File: src/rtl/cfa_pkg.sv
// Shared constants, codes and controller/datapath interface types of the allocator.
`default_nettype none
package cfa_pkg;

   localparam int SLOTS    = 128;
   localparam int SLOT_W   = $clog2(SLOTS);
   localparam int IDX_W    = $clog2(SLOTS + 1);
   localparam int OWNER_W  = 8;
   localparam int SIZE_W   = 8;
   localparam int STATUS_W = 2;
   localparam int START_W  = 7;
   localparam int POLICY_W = 2;

   localparam logic [POLICY_W-1:0] POL_FIRST = POLICY_W'(0);
   localparam logic [POLICY_W-1:0] POL_NEXT  = POLICY_W'(1);
   localparam logic [POLICY_W-1:0] POL_BEST  = POLICY_W'(2);

   typedef enum logic [STATUS_W-1:0] {
      ST_GRANT   = 2'd0,
      ST_NOFIT   = 2'd1,
      ST_INVALID = 2'd2
   } status_type;

   typedef enum logic [2:0] {
      FSM_IDLE,
      FSM_SCAN,
      FSM_DECIDE,
      FSM_ARM,
      FSM_WRITE,
      FSM_DONE
   } fsm_state_type;

   typedef struct packed {
      logic load;
      logic step;
      logic restart;
      logic begin_write;
      logic wr_step;
      logic fail;
      logic publish;
   } cmd_type;

   typedef struct packed {
      logic invalid;
      logic hit;
      logic at_end;
      logic at_top;
      logic best_mode;
      logic next_mode;
      logic pass_done;
      logic best_found;
      logic wr_last;
   } stat_type;

endpackage
`default_nettype wire

File: src/rtl/cfa_dpath.sv
// Datapath of the allocator: slot map, owner memory, scan counters and result registers.
`default_nettype none
module cfa_dpath
   import cfa_pkg::*;
(
   input  wire logic                clock,
   input  wire logic                reset,
   input  wire logic                csr_wr_en,
   input  wire logic [POLICY_W-1:0] csr_wr_data,
   input  wire logic [OWNER_W-1:0]  req_owner_id,
   input  wire logic [SIZE_W-1:0]   req_request_size,
   input  wire cmd_type             cmd,
   output stat_type                 stat,
   output logic [STATUS_W-1:0]      rsp_status,
   output logic [START_W-1:0]       rsp_start_slot
);

   logic [POLICY_W-1:0] policy_ff;
   logic [SLOT_W-1:0]   ptr_ff;
   logic [SLOTS-1:0]    free_ff;
   logic [OWNER_W-1:0]  owner_mem [SLOTS];

   logic [OWNER_W-1:0]  owner_ff;
   logic [IDX_W-1:0]    need_ff;
   logic [IDX_W-1:0]    idx_ff;
   logic [IDX_W-1:0]    run_ff;
   logic [SLOT_W-1:0]   start_ff;
   logic [IDX_W-1:0]    best_len_ff;
   logic                best_found_ff;
   logic                pass_ff;
   status_type          code_ff;
   status_type          rsp_status_ff;
   logic [START_W-1:0]  rsp_start_ff;

   logic [SLOT_W-1:0]   slot_idx;
   logic                at_end;
   logic                at_top;
   logic                cur_free;
   logic [IDX_W-1:0]    run_inc;
   logic                hit;
   logic                best_take;
   logic                next_mode;
   logic                best_mode;
   logic                invalid;

   assign slot_idx  = idx_ff[SLOT_W-1:0];
   assign at_end    = (idx_ff == IDX_W'(SLOTS));
   assign at_top    = (idx_ff == IDX_W'(SLOTS - 1));
   assign cur_free  = !at_end && free_ff[slot_idx];
   assign run_inc   = run_ff + IDX_W'(1);
   assign hit       = cur_free && (run_inc >= need_ff);
   assign best_take = !cur_free && (run_ff >= need_ff)
                      && (!best_found_ff || (run_ff < best_len_ff));
   assign next_mode = (policy_ff == POL_NEXT);
   assign best_mode = (policy_ff != POL_FIRST) && (policy_ff != POL_NEXT);
   assign invalid   = (req_request_size == SIZE_W'(0))
                      || (32'(req_request_size) > 32'(SLOTS));

   always_comb begin
      stat.invalid    = invalid;
      stat.hit        = hit;
      stat.at_end     = at_end;
      stat.at_top     = at_top;
      stat.best_mode  = best_mode;
      stat.next_mode  = next_mode;
      stat.pass_done  = pass_ff;
      stat.best_found = best_found_ff;
      stat.wr_last    = (run_ff == IDX_W'(1));
   end

   // Map state that reset defines.
   always_ff @(posedge clock) begin
      if (reset) begin
         policy_ff <= POL_BEST;
         ptr_ff    <= '0;
         free_ff   <= '1;
      end else begin
         if (csr_wr_en) begin
            policy_ff <= csr_wr_data;
         end
         if (cmd.wr_step) begin
            free_ff[slot_idx] <= 1'b0;
            if (stat.wr_last) begin
               ptr_ff <= at_top ? '0 : SLOT_W'(slot_idx + SLOT_W'(1));
            end
         end
      end
   end

   always_ff @(posedge clock) begin
      if (cmd.wr_step) begin
         owner_mem[slot_idx] <= owner_ff;
      end
   end

   // Request registers, scan and write counters, best-fit candidate and result code.
   always_ff @(posedge clock) begin
      priority if (cmd.load) begin
         owner_ff      <= req_owner_id;
         need_ff       <= IDX_W'(req_request_size);
         idx_ff        <= next_mode ? IDX_W'(ptr_ff) : '0;
         run_ff        <= '0;
         best_found_ff <= 1'b0;
         pass_ff       <= 1'b0;
         code_ff       <= invalid ? ST_INVALID : ST_GRANT;
      end else if (cmd.restart) begin
         idx_ff  <= '0;
         run_ff  <= '0;
         pass_ff <= 1'b1;
      end else if (cmd.fail) begin
         code_ff <= ST_NOFIT;
      end else if (cmd.step) begin
         run_ff <= cur_free ? run_inc : '0;
         idx_ff <= idx_ff + IDX_W'(1);
         if (best_mode) begin
            if (best_take) begin
               best_len_ff   <= run_ff;
               start_ff      <= SLOT_W'(idx_ff - run_ff);
               best_found_ff <= 1'b1;
            end
         end else if (hit) begin
            start_ff <= SLOT_W'(idx_ff + IDX_W'(1) - need_ff);
         end
      end else if (cmd.begin_write) begin
         idx_ff <= IDX_W'(start_ff);
         run_ff <= need_ff;
      end else if (cmd.wr_step) begin
         idx_ff <= idx_ff + IDX_W'(1);
         run_ff <= run_ff - IDX_W'(1);
      end
   end

   always_ff @(posedge clock) begin
      if (cmd.publish) begin
         rsp_status_ff <= code_ff;
         rsp_start_ff  <= (code_ff == ST_GRANT) ? START_W'(start_ff) : '0;
      end
   end

   assign rsp_status     = rsp_status_ff;
   assign rsp_start_slot = rsp_start_ff;

endmodule
`default_nettype wire

File: src/rtl/cfa_ctrl.sv
// Controller state machine of the allocator: sequences scan, write and result transfer.
`default_nettype none
module cfa_ctrl
   import cfa_pkg::*;
(
   input  wire logic     clock,
   input  wire logic     reset,
   input  wire logic     req_valid,
   output logic          req_ready,
   output logic          rsp_valid,
   input  wire logic     rsp_ready,
   input  wire stat_type stat,
   output cmd_type       cmd
);

   fsm_state_type state_ff;
   fsm_state_type state_in;
   logic          rsp_valid_ff;
   logic          rsp_valid_in;
   logic          out_free;

   assign out_free = !rsp_valid_ff || rsp_ready;

   always_comb begin
      state_in = state_ff;
      unique case (state_ff)
         FSM_IDLE: begin
            if (req_valid) begin
               state_in = stat.invalid ? FSM_DONE : FSM_SCAN;
            end
         end
         FSM_SCAN: begin
            if (stat.best_mode) begin
               if (stat.at_end) begin
                  state_in = FSM_DECIDE;
               end
            end else if (stat.hit) begin
               state_in = FSM_ARM;
            end else if (stat.at_top && !(stat.next_mode && !stat.pass_done)) begin
               state_in = FSM_DONE;
            end
         end
         FSM_DECIDE: begin
            state_in = stat.best_found ? FSM_ARM : FSM_DONE;
         end
         FSM_ARM: begin
            state_in = FSM_WRITE;
         end
         FSM_WRITE: begin
            if (stat.wr_last) begin
               state_in = FSM_DONE;
            end
         end
         FSM_DONE: begin
            if (out_free) begin
               state_in = FSM_IDLE;
            end
         end
         default: begin
            state_in = FSM_IDLE;
         end
      endcase
   end

   always_comb begin
      cmd          = '0;
      req_ready    = 1'b0;
      rsp_valid_in = rsp_valid_ff && !rsp_ready;
      unique case (state_ff)
         FSM_IDLE: begin
            req_ready = 1'b1;
            cmd.load  = req_valid;
         end
         FSM_SCAN: begin
            cmd.step = 1'b1;
            if (!stat.best_mode && !stat.hit && stat.at_top) begin
               if (stat.next_mode && !stat.pass_done) begin
                  cmd.restart = 1'b1;
               end else begin
                  cmd.fail = 1'b1;
               end
            end
         end
         FSM_DECIDE: begin
            cmd.fail = !stat.best_found;
         end
         FSM_ARM: begin
            cmd.begin_write = 1'b1;
         end
         FSM_WRITE: begin
            cmd.wr_step = 1'b1;
         end
         FSM_DONE: begin
            if (out_free) begin
               cmd.publish  = 1'b1;
               rsp_valid_in = 1'b1;
            end
         end
         default: begin
            cmd = '0;
         end
      endcase
   end

   always_ff @(posedge clock) begin
      if (reset) begin
         state_ff     <= FSM_IDLE;
         rsp_valid_ff <= 1'b0;
      end else begin
         state_ff     <= state_in;
         rsp_valid_ff <= rsp_valid_in;
      end
   end

   assign rsp_valid = rsp_valid_ff;

endmodule
`default_nettype wire

File: src/rtl/contiguous_fit_allocator_unit.sv
// Top level of the contiguous slot allocator: controller and datapath.
//
// The unit hands out runs of contiguous slots from a 128-slot map under a
// first fit, next fit or best fit policy chosen by the policy register
// (reset value best fit; code 3 also means best fit). It accepts one request
// at a time, and a new request can be taken while the previous result is still
// waiting in the output register. One slot is examined per clock; a best fit
// scan covers the whole map, and a next fit search may wrap around once to
// slot 0. The granted slots are then marked in the map. A zero or oversized
// size is answered without a scan. Slots are freed only by reset. The user
// must write the policy register only while no request is in flight; the
// block itself does not enforce this.
`default_nettype none
module contiguous_fit_allocator_unit
   import cfa_pkg::*;
(
   input  wire logic                clock,
   input  wire logic                reset,
   input  wire logic                csr_wr_en,
   input  wire logic [POLICY_W-1:0] csr_wr_data,
   input  wire logic                req_valid,
   output logic                     req_ready,
   input  wire logic [OWNER_W-1:0]  req_owner_id,
   input  wire logic [SIZE_W-1:0]   req_request_size,
   output logic                     rsp_valid,
   input  wire logic                rsp_ready,
   output logic [STATUS_W-1:0]      rsp_status,
   output logic [START_W-1:0]       rsp_start_slot
);

   cmd_type  cmd;
   stat_type stat;

   cfa_ctrl u_ctrl (
      .clock     (clock),
      .reset     (reset),
      .req_valid (req_valid),
      .req_ready (req_ready),
      .rsp_valid (rsp_valid),
      .rsp_ready (rsp_ready),
      .stat      (stat),
      .cmd       (cmd)
   );

   cfa_dpath u_dpath (
      .clock            (clock),
      .reset            (reset),
      .csr_wr_en        (csr_wr_en),
      .csr_wr_data      (csr_wr_data),
      .req_owner_id     (req_owner_id),
      .req_request_size (req_request_size),
      .cmd              (cmd),
      .stat             (stat),
      .rsp_status       (rsp_status),
      .rsp_start_slot   (rsp_start_slot)
   );

endmodule
`default_nettype wire
File: config.mk
export PLATFORM = sky130hd
export DESIGN_NAME = contiguous_fit_allocator_unit
export DESIGN_NICKNAME = d
export VERILOG_FILES = /design/src/rtl/cfa_pkg.sv /design/src/rtl/cfa_dpath.sv /design/src/rtl/cfa_ctrl.sv /design/src/rtl/contiguous_fit_allocator_unit.sv
export SDC_FILE = /design/constraint.sdc
export NUM_CORES = 1
export LEC_CHECK = 0
export ABC_AREA = 1
export BUFFER_PORTS_ARGS = -buffer_cell sky130_fd_sc_hd__buf_2
export CORE_UTILIZATION = 29
export CTS_CLUSTER_SIZE = 14
export DETAILED_ROUTE_END_ITERATION = 10
export GPL_TIMING_DRIVEN = 0
export PLACE_DENSITY = 0.44
export SYNTH_ARGS = -nofsm -noshare
export SYNTH_HDL_FRONTEND = slang
export SYNTH_SLANG_ARGS = --single-unit
File: constraint.sdc
create_clock -name clock -period 4 [get_ports clock]
set_input_delay 0.8 -clock clock [delete_from_list [all_inputs] [get_ports clock]]
set_output_delay 0.8 -clock clock [all_outputs]
set_load 0.01 [all_outputs]
* After elaboration in Yosys (flattened, before gate mapping) *
Index checks and enable logic that the tools add are counted.

word-level totals
  bits in registers = 193
  output and inout bits = 11
  input bits = 23

operators by class
  reductions and logical operators = 40
  bitwise operators = 5
  multiplexer cells = 47
  equality and inequality tests = 18
  add/sub/neg operators = 6
  $lt $le $gt $ge = 6

operators by type and width
  kind                                                                          count
  128-bit AND                                                                   1
  128-bit NOT                                                                   1
  8-bit 2-to-1 mux                                                              10
  7-bit 2-to-1 mux                                                              5
  3-bit 2-to-1 mux                                                              9
  3-bit one-hot mux with 6 select lines                                         1
  8-bit by 1-bit adder with 8-bit output, second input constant                 2
  8-bit greater-or-equal comparator                                             2
  1-bit 2-to-1 mux                                                              14
  7-bit subtractor                                                              2
  6-bit AND reduction                                                           2
  1-bit logical AND                                                             11
  2-bit 2-to-1 mux                                                              5
  5-bit AND reduction                                                           2
  1-bit zero test                                                               9
  8-bit by 1-bit == test with 1-bit output, second input constant               1
  8-bit by 7-bit == test with 1-bit output, second input constant               1
  8-bit == test, second input constant                                          1
  8-bit > comparator, second input constant                                     1
  8-bit zero test                                                               1
  7-bit by 8-bit less-than comparator with 1-bit output, second input constant  1
  8-bit less-than comparator                                                    1
  2-bit by 1-bit != test with 1-bit output, second input constant               4
  2-bit AND reduction                                                           4
  22 further kinds                                                              31

* Longest topological paths before layout *
  word-level depth = 13
  depth in mapped cells = 20
  mapped depth without buffers = 17

* Hierarchy *
A second synthesis with hierarchy kept.

second synthesis, totals
  cells, all modules = 1388
  area total of the unflattened synthesis = 10000.8 um^2

by module, submodules not included
  module     sequential area each (um^2)  times used  cells each  area each (um^2)
  cfa_dpath  4204.0                       1           1316        9601.7
  cfa_ctrl   80.1                         1           72          399.1

* Worst setup path before layout *
OpenSTA, ideal clock, no wires.

  path kind = reg-to-reg
  start = register u_dpath.run_ff[0]
  end = register u_dpath.idx_ff[0] (enable)
  buffers on the path = 1
  library setup time = 0.329 ns
  data arrival time = 2.466 ns
  cell stages (with the launch flop) = 16
  setup slack = 1.206 ns
  cells stage by stage = dfxtp_1 > clkinv_1 > nor3_1 > nand3_1 > nor3_1 > xor2_1 > ha_1 > nand2_1 > inv_1 > nand2_1 > nand2_1 > nand3_4 > nand3_4 > nand3_4 > buf_6 > nand2_1

on the way
  word-level cells in the longest chain between the ends = 10
  elaborated cells on any way between the ends = 13

ends and longest elaborated chain
  element                                                                                          RTL line          source
  start: declaration                                                                               cfa_dpath.sv:26   logic [IDX_W-1:0] run_ff;
  start signal: assignment                                                                         cfa_dpath.sv:113  run_ff <= cur_free ? run_inc : '0;
  start signal: assignment                                                                         cfa_dpath.sv:126  run_ff <= need_ff;
  start signal: assignment                                                                         cfa_dpath.sv:129  run_ff <= run_ff - IDX_W'(1);
  8-bit by 1-bit adder with 8-bit output (*)                                                       cfa_dpath.sv:50   assign run_inc = run_ff + IDX_W'(1);
  8-bit greater-or-equal comparator (*)                                                            cfa_dpath.sv:51   assign hit = cur_free && (run_inc >= need_ff);
  1-bit logical AND (*)                                                                            cfa_dpath.sv:51
  1-bit zero test (*)                                                                              cfa_ctrl.sv:76    if (!stat.best_mode && !stat.hit && stat.at_top) begin
  1-bit logical AND (*) (2 in series)                                                              cfa_ctrl.sv:76
  1-bit 2-to-1 mux                                                                                 cfa_ctrl.sv:76
  1-bit one-hot mux with 2 select lines or 2-bit 2-to-1 mux (tied branches)                        cfa_ctrl.sv:69    unique case (state_ff)
  3-bit by 1-bit != test with 1-bit output (no source line) or 5-bit nonzero test (tied branches)  n/a
  2-bit AND reduction (no source line) (*)                                                         n/a
  end signal: assignment                                                                           cfa_dpath.sv:114  idx_ff <= idx_ff + IDX_W'(1);
  end signal: assignment                                                                           cfa_dpath.sv:125  idx_ff <= IDX_W'(start_ff);
  end signal: assignment                                                                           cfa_dpath.sv:128  idx_ff <= idx_ff + IDX_W'(1);
  end: declaration                                                                                 cfa_dpath.sv:25   logic [IDX_W-1:0] idx_ff;

Every way passes the cells marked *; elsewhere a longest branch is shown, timed or not.
A chain may end at the register's enable or synchronous reset.

* Final worst setup path *
  start = register u_dpath.run_ff[0]
  end = register u_dpath.idx_ff[3] (enable)

The elaborated chain is that of the path after synthesis.

==> flow_summary_export.csv <==
group,metric,value,unit
detailed_routing,vias_per_cell,4.61,
die,rows,67,
grt,grt.met1_usage,0.246,
sta,worst_slew_pin_slew,1100,ps
die,initial_utilization,0.294,
placement,dp_hpwl,21500,um
finish,drive_gt1_frac,0.0756,
clock_network,cts_buffers,17,
clock_network,tritoncts,"done",
pwr,clockPowerShare,0.215,
yosys,synthTopCellsByCount,"nand2_1 (385), inv_1 (184), o21ai_0 (173), dfxtp_1 (151), nor2_1 (97)",
placement,postPlaceCellArea,10500,um^2
detailed_routing,ant_nets,0,
detailed_routing,drtIter0Drc,551,
detailed_routing,wirelength,31200,um
detailed_routing,vias,8527,
grt,grt_util_all_layers,0.188,
finish,design_area,11100,um^2
min_path,hp-start,"u_dpath.code_ff[0]",
grt,gr-total-overflow,0,
grt,grt_pass1_wl,47800,um
grt,grt_use_met3,0.0358,
grt,grt_max_degree,20,
yosys,syn_avg_cell_area,7.30,um^2
pwr,pwr-share-seq,0.314,
yosys,synth_warnings,0,
sta,fmax,278,MHz
finish,area_growth,12.7,%
yosys,netlist_area,9830,um^2
pwr,vdd_drop_max,0.342,mV
sta,drv_slew,0,
sta,timing.final.crit_share,0.900,
yosys,synth_cell_types,46,
clock_network,post_cts_buffers,0,
die,die_w,186,um
outcome,outcome,"completed",
sta,finalSetupTns,0,ps
yosys,synthCells,1346,
clock_network,cts_sinks,193,
die,die_h,186,um
yosys,synth_seq_cells,193,
yosys,seq_area_frac_synth,0.436,
yosys,ys_top_cells_by_area,"dfxtp_1 (31%), nand2_1 (15%), edfxtp_1 (13%), o21ai_0 (8.8%), inv_1 (7.0%)",
critical_path,cp-startpoint,"u_dpath.run_ff[0]",
yosys,synth_edf_count,42,
sta,slew_headroom,0.268,
finish,nFillCells,3659,
clock_network,cts_max_level,4,
grt,first_global_vias,8106,
critical_path,worstPathMaxFanout,10,
pwr,p_leak,5.27,nW
critical_path,end_kind,"register",
placement,post-place-ws,409,ps
grt,grtUsageMet2,0.309,
yosys,async_flop_share,0,
min_path,worstHoldPathType,"register to register",
sta,hold_viol_final,0,
critical_path,r2r-start,"u_dpath.run_ff[0]",
detailed_routing,drc_errors,0,
pwr,p_sw_frac,0.467,
critical_path,cp_data_arrival_time,3720,ps
clock_network,cts_hold_buf,0,
clock_network,clk_latency,450,ps
pwr,comb_power_share,0.471,
sta,min_period,3600,ps
grt,antenna_found_initial,0,
pwr,p_int,4.22,mW
critical_path,path_class,"register to register",
sta,rsz0062_at_grt,"false",
yosys,synth_most_common_cell,"nand2_1",
clock_network,cts_root_buf,"clkbuf_16",
yosys,synth_top_area_frac,0.308,
placement,portBuffers,25,
placement,gp_congestion,0.813,
finish,nets,1455,
die,pin_count,34,
clock_network,cts_resized,0,
die,coreArea,33400,um^2
critical_path,cp_data_required_time,4120,ps
grt,grt_busiest_layer,"met2",
detailed_routing,routedWlPerCell,16.8,um
clock_network,clk_path_buf_depth,2,
detailed_routing,dr.pass1.iters,5,
clock_network,path_clk_slew,80,ps
finish,utilization,0.331,
yosys,synth_fp_nets,1411,
critical_path,start_kind,"register",
run,maxCapViolCount,0,
yosys,yosysTopAreaCell,"dfxtp_1",
sta,setup_slack,399,ps
sta,final-setup-viol-count,0,
die,die_area,34600,um^2
finish,antenna_cells,0,
sta,clock-skew-final,11.6,ps
yosys,synthFlopType,"dfxtp_1",
pwr,powerDensity,715,nW/um^2
pwr,p_sw,3.70,mW
layout by cell type, fill, tap and decap left out, types with 7 or more instances in the layout:
cell type / Yosys / routed
ha_1: 40 / 40
o21ai_0: 173 / 173
xor2_1: 16 / 16
inv_6: 0 / 7
nand2_1: 385 / 385
o21ai_1: 17 / 17
dfxtp_1: 151 / 151
clkbuf_1: 30 / 30
a21oi_1: 38 / 38
buf_2: 11 / 36
nor3_1: 11 / 11
nor2_1: 97 / 97
clkbuf_16: 0 / 17
inv_1: 184 / 184
nand3_1: 73 / 73
edfxtp_1: 42 / 42
buf_6: 8 / 8
cell families (layout without fill, tap and decap cells):
| group | count (synthesis) | in the layout | share of synthesized area |
|---|---|---|---|
| xor+xnor | 18 | 18 | 0.0160 |
| fa+ha+maj | 42 | 42 | 0.0550 |
| compound gates | 247 | 247 | 0.132 |
| flops | 193 | 193 | 0.436 |
| mux | 1 | 1 | 0.00102 |
| buf+inv | 243 | 300 | 0.102 |
| simple gates | 602 | 602 | 0.258 |
per-stage QoR:
step	total power, mW	std cells	hold slack [ps]
floorplan	4.96	1346	417
global placement	6.25	1819	430
detailed placement	6.25	1819	427
CTS	7.98	1851	449
global route	8.53	1851	466
finish	7.92	1851	449
registers in the layout, indices dropped and copies added, names as in the netlist:
signal                  flops
u_dpath.start_ff            7
u_dpath.idx_ff              8
u_dpath.best_len_ff         8
u_ctrl.rsp_valid            1
u_dpath.ptr_ff              7
u_ctrl.state_ff             3
u_dpath.code_ff             2
u_dpath.policy_ff           2
u_dpath.free_ff           128
u_dpath.need_ff             8
u_dpath.rsp_start_slot      7
u_dpath.pass_ff             1
u_dpath.run_ff              8
u_dpath.rsp_status          2
u_dpath.best_found_ff       1
worst max-delay path, cell delays in order (launching register included):
cell and delay [ps]:
dfxtp_1 500, clkinv_1 330, nor3_1 430, nand3_1 200
xor2_1 210, inv_1 60, ha_1 280, a21oi_1 150
nand2_1 80, nand2_1 60, nand2_1 100, nand3_4 140
nand3_4 100, nand3_4 150, buf_6 180, nand2_1 270
path summary, 6_finish.rpt:
check	to	slack, ps	depth (start not counted)
setup / recovery	u_dpath.idx_ff[3]	400	15
hold / removal	u_dpath.rsp_status[0]	450	0
setup reg to reg	u_dpath.idx_ff[3]	400	15
hold reg to reg	u_dpath.rsp_status[0]	450	0
layer usage:
metal	vias to the layer above	routed length, um
met5	-	0
met4	0	561
met3	29	1280
met2	160	14300
met1	3956	15000
li1	4382	-
power groups by stage:
| stage | Clock [mW] | Combinational [mW] | Sequential [mW] |
|---|---|---|---|
| after global placement | 0 | 3.71 | 2.54 |
| after CTS | 1.76 | 3.74 | 2.49 |
| after floorplan | 0 | 2.51 | 2.45 |
| after detailed placement | 0 | 3.72 | 2.53 |
| after global routing | 1.83 | 4.18 | 2.52 |
| final | 1.70 | 3.73 | 2.49 |
layout make-up:
class | count | area, um^2 | share of cell area
multi-input combinational | 910 | 4540 | 0.410
sequential | 193 | 4280 | 0.387
inverter | 192 | 721 | 0.0650
tap | 448 | 561 | 0.0506
clock buffer | 17 | 425 | 0.0384
buffer | 51 | 285 | 0.0257
clock inverter | 15 | 140 | 0.0126
timing repair buffer | 25 | 125 | 0.0113
Note: power is estimated with default switching activity, not from simulation.
